### config.mk
export PLATFORM = sky130hd
export DESIGN_NAME = pnct_divider
export DESIGN_NICKNAME = d
export VERILOG_FILES = /design/src/rtl/pnct_pkg.sv /design/src/rtl/pnct_divider.sv
export SDC_FILE = /design/constraint.sdc
export NUM_CORES = 1
export LEC_CHECK = 0
export ABC_AREA = 1
export BUFFER_PORTS_ARGS = -buffer_cell sky130_fd_sc_hd__buf_2
export CORE_MARGIN = 10
export CORE_UTILIZATION = 58
export DETAILED_ROUTE_END_ITERATION = 7
export PLACE_DENSITY = 0.79
export SLEW_MARGIN = 25
export SYNTH_ARGS = -nofsm -noshare
export SYNTH_HDL_FRONTEND = slang
export SYNTH_SLANG_ARGS = --single-unit
### constraint.sdc
create_clock -name aclk -period 4.6 [get_ports aclk]
set_input_delay 0 -clock aclk [delete_from_list [all_inputs] [get_ports aclk]]
set_output_delay 0 -clock aclk [all_outputs]
set_load 0.05 [all_outputs]
### src/rtl/pnct_pkg.sv
// ----------------------------------------------------------------------------
// pnct_pkg
// Shared types and constants of the nearest palette color temperature core.
// ----------------------------------------------------------------------------
package pnct_pkg;

    localparam int PALETTE_DEPTH_DEF = 512;
    localparam int BIN_COUNT_DEF     = 32;

    localparam int TEMP_W   = 21;
    localparam int CNT_W    = 10;
    localparam int COLOR_W  = 8;
    localparam int EIDX_W   = 9;
    localparam int MIDX_W   = 9;
    localparam int ENTRY_W  = 3 * COLOR_W;
    localparam int PROD_W   = TEMP_W + CNT_W;
    localparam int STEP_W   = $clog2(PROD_W);
    localparam int CFG_IDX_W = 2;

    typedef enum logic [CFG_IDX_W-1:0] {
        CFG_HOT_TEMP      = 2'd0,
        CFG_COLD_TEMP     = 2'd1,
        CFG_PALETTE_COUNT = 2'd2,
        CFG_QUANTIZE      = 2'd3
    } cfg_idx_t;

    typedef enum logic {
        REQ_LOAD  = 1'b0,
        REQ_QUERY = 1'b1
    } req_type_t;

    typedef enum logic [1:0] {
        ST_IDLE,
        ST_SEARCH,
        ST_DIVIDE
    } core_state_t;

    typedef enum logic [1:0] {
        DV_IDLE,
        DV_MUL,
        DV_RUN,
        DV_DONE
    } div_state_t;

    typedef struct packed {
        logic               en;
        logic [EIDX_W-1:0]  index;
        logic [ENTRY_W-1:0] entry;
    } load_t;

    typedef struct packed {
        logic               start;
        logic               quant;
        logic [CNT_W-1:0]   count;
        logic [COLOR_W-1:0] l;
        logic [COLOR_W-1:0] a;
        logic [COLOR_W-1:0] b;
    } search_req_t;

    typedef struct packed {
        logic             done;
        logic [CNT_W-1:0] best;
    } search_rsp_t;

    typedef struct packed {
        logic                     start;
        logic [CNT_W-1:0]         best;
        logic [CNT_W-1:0]         count;
        logic signed [TEMP_W-1:0] hot_temp;
        logic signed [TEMP_W-1:0] cold_temp;
    } div_req_t;

    typedef struct packed {
        logic                     done;
        logic signed [TEMP_W-1:0] temperature;
    } div_rsp_t;

endpackage

### src/rtl/pnct_divider.sv
// ----------------------------------------------------------------------------
// pnct_divider
// Temperature interpolation: index times span, then a restoring divide by
// count minus one, one quotient bit per cycle.
// ----------------------------------------------------------------------------
module pnct_divider (
    input  logic               aclk,
    input  logic               aresetn,
    input  pnct_pkg::div_req_t req,
    output pnct_pkg::div_rsp_t rsp
);
    import pnct_pkg::*;

    div_state_t state_reg, state_next;

    logic [CNT_W-1:0]  best_reg;
    logic [TEMP_W-1:0] mag_reg;
    logic [CNT_W-1:0]  div_reg;
    logic              neg_reg;
    logic [TEMP_W-1:0] max_reg;
    logic [PROD_W-1:0] num_reg;
    logic [CNT_W-1:0]  rem_reg;
    logic [STEP_W-1:0] step_reg;

    logic [TEMP_W:0]   span;
    logic [TEMP_W:0]   span_mag;
    logic [CNT_W:0]    rem_sh;
    logic              q_bit;
    logic [CNT_W-1:0]  rem_next;
    logic [TEMP_W-1:0] q_low;

    assign span     = {req.hot_temp[TEMP_W-1], req.hot_temp}
                    - {req.cold_temp[TEMP_W-1], req.cold_temp};
    assign span_mag = span[TEMP_W] ? (TEMP_W+1)'(0) - span : span;

    assign rem_sh   = {rem_reg, num_reg[PROD_W-1]};
    assign q_bit    = rem_sh >= {1'b0, div_reg};
    assign rem_next = q_bit ? CNT_W'(rem_sh - {1'b0, div_reg}) : rem_sh[CNT_W-1:0];

    always_comb begin
        state_next = state_reg;
        case (state_reg)
            DV_IDLE: begin
                if (req.start) state_next = DV_MUL;
            end
            DV_MUL: begin
                state_next = DV_RUN;
            end
            DV_RUN: begin
                if (step_reg == STEP_W'(PROD_W - 1)) state_next = DV_DONE;
            end
            DV_DONE: begin
                if (req.start) state_next = DV_MUL;
            end
            default: begin
                state_next = DV_IDLE;
            end
        endcase
    end

    always_ff @(posedge aclk) begin
        if (!aresetn) begin
            state_reg <= DV_IDLE;
        end else begin
            state_reg <= state_next;
        end
    end

    always_ff @(posedge aclk) begin
        if (req.start) begin
            best_reg <= req.best;
            mag_reg  <= span_mag[TEMP_W-1:0];
            div_reg  <= (req.count > CNT_W'(1)) ? req.count - 1'b1 : CNT_W'(1);
            neg_reg  <= span[TEMP_W];
            max_reg  <= req.hot_temp;
        end
        case (state_reg)
            DV_MUL: begin
                num_reg  <= PROD_W'(best_reg) * PROD_W'(mag_reg);
                rem_reg  <= '0;
                step_reg <= '0;
            end
            DV_RUN: begin
                num_reg  <= {num_reg[PROD_W-2:0], q_bit};
                rem_reg  <= rem_next;
                step_reg <= step_reg + 1'b1;
            end
            default: begin
            end
        endcase
    end

    assign q_low = num_reg[TEMP_W-1:0];

    always_comb begin
        rsp.done        = (state_reg == DV_DONE);
        rsp.temperature = neg_reg ? signed'(max_reg + q_low) : signed'(max_reg - q_low);
    end

endmodule

## After elaboration in Yosys (flattened, before gate mapping)

Index checks and enable logic that the tools add are counted.

- Output and inout bits: 22
- Input port bits: 65
- Logic and storage cells: 38
- Bits in registers: 111

- Reduce and logical (&&, ||, !) cells: 4
- Magnitude comparators: 2
- Multiply operators: 1
- Mux-type cells: 9
- Add/subtract/negate cells: 7
- Eq/ne operators: 6

Operators with widths:

| kind | number |
|---|---|
| case mux 31 bit (2 select lines) | 1 |
| two-way mux 21 bit | 2 |
| multiplier 10 x 21 -> 31 bit | 1 |
| subtractor 21 x 21 -> 22 bit | 1 |
| adder 21 bit | 1 |
| subtractor 1 x 21 -> 21 bit (first input constant) | 1 |
| subtractor 21 bit | 1 |
| case mux 10 bit (2 select lines) | 1 |
| >= comparator 11 x 10 -> 1 bit | 1 |
| > comparator 10 x 1 -> 1 bit (second input constant) | 1 |
| two-way mux 10 bit | 1 |
| case mux 5 bit (2 select lines) | 1 |
| subtractor 10 x 1 -> 10 bit (second input constant) | 1 |
| subtractor 10 bit | 1 |
| case mux 2 bit (3 select lines) | 1 |
| adder 5 x 1 -> 5 bit (second input constant) | 1 |
| == test 5 bit (second input constant) | 1 |
| == test 2 bit (second input constant) | 2 |
| two-way mux 2 bit | 2 |
| == test 2 x 1 -> 1 bit (second input constant) | 1 |
| logical NOT 2 bit | 1 |
| != test 2 x 1 -> 1 bit (second input constant) | 1 |
| != test 2 bit (second input constant) | 1 |
| AND reduction 2 bit | 1 |
| other kinds (2) | 2 |

## Logic depth before layout (Yosys ltp)

Gate-level depths: netlist (run 1).

- Depth in word-level cells: 4
- Depth in mapped cells: 24

## Least setup slack after synthesis (run 1)

OpenSTA, ideal clock, no wires.

- Path kind: flip-flop to flip-flop
- From: register best_reg[9]
- To: register num_reg[16] (data pin)
- Library setup time: 268 ps
- Path slack: -513 ps
- Arrival: 4845 ps
- Period minus slack after synthesis: 5113 ps
- Path buffers: 1
- Stages on the path, launching flop included: 21
- Cells stage by stage: edfxtp_1 > clkbuf_1 > nand2_1 > fa_1 > fa_1 > inv_1 > fa_1 > fa_1 > inv_1 > fa_1 > inv_1 > ha_1 > a21oi_1 > nor2_1 > nor2_1 > nand3_1 > a31oi_1 > inv_1 > or2_2 > nand3_1 > o21ai_0

- Longest elaborated chain between the ends: 2

RTL lines:

| what | line | text |
|---|---|---|
| from (decl) | pnct_divider.sv:16 | `logic [CNT_W-1:0] best_reg;` |
| from (signal assigned) | pnct_divider.sv:71 | `best_reg <= req.best;` |
| multiplier 10 x 21 -> 31 bit | pnct_divider.sv:79 | `num_reg <= PROD_W'(best_reg) * PROD_W'(mag_reg);` |
| case mux 31 bit (2 select lines) | pnct_divider.sv:77 | `case (state_reg)` |
| to (signal assigned) | pnct_divider.sv:79 |  |
| to (signal assigned) | pnct_divider.sv:84 | `num_reg <= {num_reg[PROD_W-2:0], q_bit};` |
| to (decl) | pnct_divider.sv:21 | `logic [PROD_W-1:0] num_reg;` |

No other way between the ends.
A chain may end at the register's enable or synchronous reset.

## Worst setup path in the final report (run 1)

- From: register mag_reg[7]
- To: register num_reg[15] (data pin)

- Longest elaborated chain between the ends: 2

RTL lines:

| what | line | text |
|---|---|---|
| from (decl) | pnct_divider.sv:17 | `logic [TEMP_W-1:0] mag_reg;` |
| from (signal assigned) | pnct_divider.sv:72 | `mag_reg <= span_mag[TEMP_W-1:0];` |
| multiplier 10 x 21 -> 31 bit | pnct_divider.sv:79 |  |
| case mux 31 bit (2 select lines) | pnct_divider.sv:77 |  |

No other way between the ends.

==> results.md, run 1 <==
- Syn. warnings: 0
- Final Wtd Congestion: 0.946
- Area after DPL: ~17000 µm²
- Via count: 14400
- Hold path cells: 3
- Die X: 182 µm
- Fin area: 19200 µm²
- FF+latch count, synth: around 110
- DR pass1 iterations: 8
- Largest register FFs: 31
- H-tree depth: 3
- N_diodes: 0
- Via density: 5.56
- Synthesized Nets: 2344
- Critical path startpoint category: flop
- Xor/xnor cell area share of the yosys netlist: about 4.4%
- Root buf cell: clkbuf_16
- Most common cell in the netlist: nand2_1
- Initial antenna violation count: 0
- Synth cell types: 50
- Final layout net count: 2591
- Post-Route Skew: between 0.02 and 0.025 ns
- Sequential fraction of the synthesis area: a little over a fifth
- Capturing element type of the critical path: flop
- Post-synthesis adder-cell area fraction: 30.6%
- Post-DRT Antenna Nets: 0
- Die area: ~33000 µm²
- Peak Freq: about 190 MHz
- R2r worst-path depth: 21
- Hpwl dp: around 33000 µm
- Syn-to-layout area delta: 26.5%
- Final Hold Fails: 0
- CP Max Fanout: 7
- Initial DRC Count: 1373
- Violated checks: setup timing
- Starting Density: approximately three fifths
- CP arrival: about 5.5 ns
- # port buffers: 86
- Slew headroom: a little over a third
- Setup Total Neg Slack: -13.88 ns
- Drt total wl: about 46000 µm
- Worst-Skew Late Latency: 0.39 ns
- GRT Util Overall: a little over a quarter
- Synth Cell Area: 15200 µm²
- Clock sinks: between 100 and 150
- Min cycle time layout: roughly 5.4 ns
- Setup CP Type: flop to flop
- Post-layout util: 74.0%
- Total grt overflow: 0
- Mux share of post-synthesis cell area: 0%
- TritonCTS clock tree: done
- Max-slew violations: 0
- Pin count of the biggest net entering global routing: between 60 and 70
- EDFF count, synth: between 100 and 150
- Main combinational cell family by area after synthesis: adder cells
- Clock slew at reported path FFs: about 0.090 ns
- Row Count: 59
- Worst Max-Slew Pin Slew: roughly 1 ns
- Post-synthesis simple-gate area fraction: 23.1%
- Final setup fails: 24
- Post-synthesis cell count: 2000
- Die H: between 150 and 200 µm
- Max-Cap Viols: 0
- Class of the worst hold path: input pin to flop
- Critical Path RT: around 4.7 ns
- TritonCTS buffer count: 9
- Worst Setup Slack, final: -0.796 ns
- Std-Cell Core Area: roughly 26000 µm²
- Synth Area in Compound Gates: 7.87%
- DRC: 0
- Vias in the first global route: between 10000 and 15000
- Dominant cell type by area after synthesis: edfxtp_1
- Avg Inst Size Synth: 7.58 µm²
- Fin crit share: 117%
- Unrepaired setup endpoints after global routing: yes
- Clk buf depth: 2
- Top post-synthesis cells by count: nand2_1, inv_1, fa_1
- First-pass GRT wire length: 71600 µm
- Status: finished with violations
- Num ports: 87
- Layout cells sized above 1: a little under a quarter
- Ys async rst share: 0%
- Wire per inst: roughly 18 µm
- Dominant synthesized flop cell: edfxtp_1
- Setup Slack @ Placement: -0.727 ns
- Yosys top cell area share: 21.6%
- Area contributors post-synth: edfxtp_1, fa_1, nand2_1, inv_1, ha_1
[placed cells by master, fill, tap and decap left out, types with 12 or more instances in the layout]
cell,n
a21oi_1,83
a21oi_4,13
buf_12,17
buf_2,86
buf_4,129
buf_6,24
dlygate4sd3_1,32
edfxtp_1,109
fa_1,141
fa_2,12
ha_1,108
ha_4,18
inv_1,386
inv_2,39
nand2_1,486
nand2_2,47
nand2_4,22
nand3_1,66
nand3_2,23
nand4_1,16
nor2_1,98
nor3_1,16
o21ai_0,57
xnor2_1,23
xor2_1,44
[repair_timing]
| action | 4_1_cts | 5_1_grt |
|---|---|---|
| pin swaps | 48 | 55 |
| endpoints found under the setup margin | 24 | 24 |
| gates cloned | 1 | 1 |
| endpoints found under the hold margin | 33 | 0 |
| hold buffers | 32 | 0 |
| gates resized for setup | 114 | 110 |
| setup buffers | 36 | 21 |
[logic make-up (layout without fill, tap and decap cells)]
family                   Yosys count  in the layout
AO/OA/AOI/OAI                    223            223
flip-flops                       111            111
XOR/XNOR                          74             74
AND/OR/NAND/NOR                  830            830
adder cells (fa/ha/maj)          279            279
buffers and inverters            483            735
[routing by layer]
metal / up-vias / track usage, % / routed length [µm]
li1: 6719 / - / -
met1: 6761 / 31.3 / 17800
met2: 742 / 44.6 / 22700
met3: 172 / 5.69 / 3590
met4: 0 / 11.0 / 2240
met5: - / 0 / 0
[final timing paths]
| path | from | to | slack [ns] |
|---|---|---|---|
| worst max register to register | mag_reg[7] | num_reg[15] | -0.80 |
| worst min register to register | num_reg[25] | num_reg[26] | 0.53 |
| worst min-delay path | req[45] | div_reg[3] | 0.02 |
| worst max-delay path | mag_reg[7] | num_reg[15] | -0.80 |
[worst max-delay path: stages (launching register included)]
cell	delay, ns
edfxtp_1	0.53
buf_12	0.15
nand2_4	0.05
fa_1	0.52
inv_1	0.06
fa_1	0.50
inv_1	0.06
fa_1	0.51
inv_2	0.05
fa_1	0.52
inv_2	0.05
fa_2	0.56
inv_2	0.06
ha_4	0.26
a21oi_4	0.17
inv_2	0.10
a31oi_4	0.27
o21ai_4	0.14
a21o_1	0.21
or2_1	0.22
nand3_2	0.07
o21ai_1	0.07
[final cells by class]
type	instances	area, µm²
tap	335	419
clock inverter	7	91.3
sequential	111	3310
inverter	429	1620
fill	1802	6730
multi-input combinational	1406	11100
timing repair buffer	290	2370
clock buffer	9	225
[metrics by stage]
| step | instances | hold WS [ns] |
|---|---|---|
| floorplan | 2000 | 0.0989 |
| global placement | 2482 | 0.178 |
| detailed placement | 2482 | 0.179 |
| CTS | 2566 | 0.0143 |
| global route | 2587 | 0.0441 |
| finish | 2587 | 0.0194 |
Power of run 1 is not shown: default switching activity piles up to over one toggle a cycle in this logic, so the estimate is an artifact.
==> run 2: changes to the inputs <==
- ABC_AREA: 1 -> default
- CORE_UTILIZATION: 58 -> 57
==> results.md, run 2 <==
- Ys async rst share: 0% (unchanged)
- Class of the worst hold path: input pin to flop
- Worst Setup Slack, final: -1.20 ns (-0.408 ns)
- Clock sinks: 111 (unchanged)
- Clock slew at reported path FFs: 0.09 ns (about the same)
- Worst path cell trace: buf_4, and2_1, fa_1, fa_1, fa_1, fa_1, inv_2, fa_1, inv_1, ha_4, and3_4, a221o_1, a31oi_4, o221ai_4, buf_4, o22a_1, a211oi_2, o21bai_1, xnor2_1, o21ai_0
- CP arrival: 5.92 ns (+0.40 ns)
- Unrepaired setup endpoints after global routing: yes
- GRT Util Overall: 24.4% (-1.7 points)
- Syn-to-layout area delta: 21.2%
- Num ports: 87 (unchanged)
- Sequential fraction of the synthesis area: 23.7% (+1.8 points)
- Starting Density: 57.7% (-0.75 points)
- Final setup fails: 23 (-4.2%)
- Worst Max-Slew Pin Slew: 0.889 ns (-0.0848 ns)
- Post-layout util: 70.0% (-4.0 points)
- Layout cells sized above 1: 20.3% (-3.3 points)
- Max-slew violations: 0 (unchanged)
- Slew headroom: 40.4% (+5.3 points)
- Area contributors post-synth: edfxtp_1, fa_1, ha_1, inv_1, nand2_1
- Final layout net count: 2076 (-20%)
- Drt total wl: 37300 µm (-19%)
- Die area: 31200 µm² (-5.3%)
- Cell mode on critical path: fa_1
- Dominant cell type by area after synthesis: edfxtp_1
- Hold wc startpoint: req[46]
- Critical Path RT: 4.72 ns (about the same)
- Capturing element type of the critical path: flop
- EDFF count, synth: 109 (unchanged)
- Final Hold Fails: 0 (unchanged)
- Synthesized Nets: 1849 (-21%)
- Row Count: 57 (-3.4%)
- DRC: 0 (unchanged)
- Wire per inst: 18.1 µm (+1.2%)
- Vias in the first global route: 12300 (-17%)
- FF+latch count, synth: 111 (unchanged)
- Top post-synthesis cells by count: inv_1, nand2_1, fa_1
- First-pass GRT wire length: 62100 µm (-13%)
- Critical path startpoint category: flop
- Max-Cap Viols: 0 (unchanged)
- Slowest cell on crit path: fa_1
- Total grt overflow: 0 (unchanged)
- Post-DRT Antenna Nets: 0 (unchanged)
- Most common cell after layout, fill and taps aside: inv_1
- Avg Inst Size Synth: 9.30 µm² (+23%)
- Hpwl dp: 27800 µm (-15%)
- Critical Path Source: mag_reg[3]
- Fin crit share: 126% (+8.9 points)
- Yosys top cell area share: 23.4% (+1.8 points)
- Die X: 177 µm (-2.7%)
- CP Max Fanout: 5 (-2)
- Via count: 11700 (-19%)
- Violated checks: setup timing
- DR pass1 iterations: 5 (-3)
- Dominant synthesized flop cell: edfxtp_1
- Critical path's top delay family: adder cells
- Via density: 5.68 (+2.1%)
- TritonCTS buffer count: 9 (unchanged)
- Die H: 177 µm (-2.7%)
- Std-Cell Core Area: 24200 µm² (-6.4%)
- Post-Route Skew: 0.0114 ns (-0.00922 ns)
- Setup Slack @ Placement: -1.23 ns (-0.508 ns)
- Synth Cell Area: 14000 µm² (-7.6%)
- Initial DRC Count: 1022 (-26%)
- Min cycle time layout: 5.80 ns (+0.408 ns)
- Syn. warnings: 0 (unchanged)
- H-tree depth: 3 (unchanged)
- Setup Total Neg Slack: -20.27 ns (-6.39 ns)
- Most frequent cells in the layout: inv_1, nand2_1, fa_1
- Max stage delay on crit path: 0.55 ns (about the same)
- Pin count of the biggest net entering global routing: 48 (-26%)
- Synth cell types: 68 (+36%)
- TritonCTS clock tree: done
- Worst-Skew Late Latency: 0.37 ns (-0.02 ns)
- # port buffers: 86 (unchanged)
- Largest register FFs: 31 (unchanged)
- Reg2reg start: mag_reg[3]
- Initial antenna violation count: 1 (+1)
- Status: finished with violations
- Clk buf depth: 2 (unchanged)
- Setup CP Type: flop to flop
- Final Wtd Congestion: 0.921 (-2.7%)
- Post-synthesis cell count: 1505 (-25%)
- Root buf cell: clkbuf_16
- Most common cell in the netlist: inv_1
- Peak Freq: 172 MHz (-7.0%)
- N_diodes: 0 (unchanged)
- Buffers and inverters on the worst path: 4 (-3)
## run 2: changes by cell type in the layout (fill, tap and decap cells not counted), sizes merged, moves of 13 or more
cell   previous run  this run
and2              1       111
or2              16         3
xnor2            25        59
buf             257       234
inv             431       220
nand3            92        19
nand2           557       191
nor2            115        58
a21o              5        24
a21oi           107        61
## run 2: area by class of cell
class / count / area, µm²
tap: 324 / 405
timing repair buffer: 272 / 2010
clock buffer: 9 / 225
inverter: 219 / 823
clock inverter: 7 / 66.3
fill: 1760 / 7280
multi-input combinational: 1119 / 10100
sequential: 111 / 3310
## run 2: worst paths after layout
kind                      end  slack [ns]  cells past startpoint
hold / removal     div_reg[4]        0.02                      3
hold reg to reg   num_reg[30]        0.54                      2
setup / recovery  num_reg[30]       -1.20                     20
setup reg to reg  num_reg[30]       -1.20                     20
## run 2: repair_timing
action	CTS	global route
hold endpoints to repair	37	0
setup buffers	30	9
hold buffers	36	0
resized for setup	50	34
pin swaps	45	27
setup endpoints to repair	24	28
## run 2: kinds of logic (layout without fill, tap and decap cells)
logic type	count (synthesis)	after routing	share of synthesized area [%]
buffers and inverters	275	507	7.37
muxes	13	13	0.965
and+or+nand+nor	456	456	15.8
xor gates and xnor gates	106	106	6.63
DFF	111	111	23.7
adders and majority gates	279	279	33.1
AOI/OAI and AO/OA	265	265	12.4
## run 2: per-layer routing
metal | up-vias | track usage [%] | wire [µm]
met4 | 0 | 7.71 | 1170
met5 | - | 0 | 0
li1 | 5450 | - | -
met3 | 94 | 3.99 | 2370
met1 | 5755 | 30.8 | 15100
met2 | 409 | 42.0 | 18700
## run 2: worst register-to-register path, stage by stage (launching register included)
cell	delay [ns]
edfxtp_1	0.47
buf_4	0.20
and2_1	0.17
fa_1	0.55
fa_1	0.44
fa_1	0.47
fa_1	0.54
inv_2	0.06
fa_1	0.53
inv_1	0.07
ha_4	0.25
and3_4	0.18
a221o_1	0.37
a31oi_4	0.24
o221ai_4	0.17
buf_4	0.15
o22a_1	0.20
a211oi_2	0.19
o21bai_1	0.11
xnor2_1	0.12
o21ai_0	0.08
## run 2: per-stage QoR
step	std cells	hold WS [ns]	cell area (µm²)
detailed placement	1970	0.178	15700
global route	2061	0.0261	17000
global placement	1970	0.176	15700
finish	2061	0.0151	17000
CTS	2052	0.00544	16800
floorplan	1505	0.0989	14300
Power of run 2 is left out for the same reason.
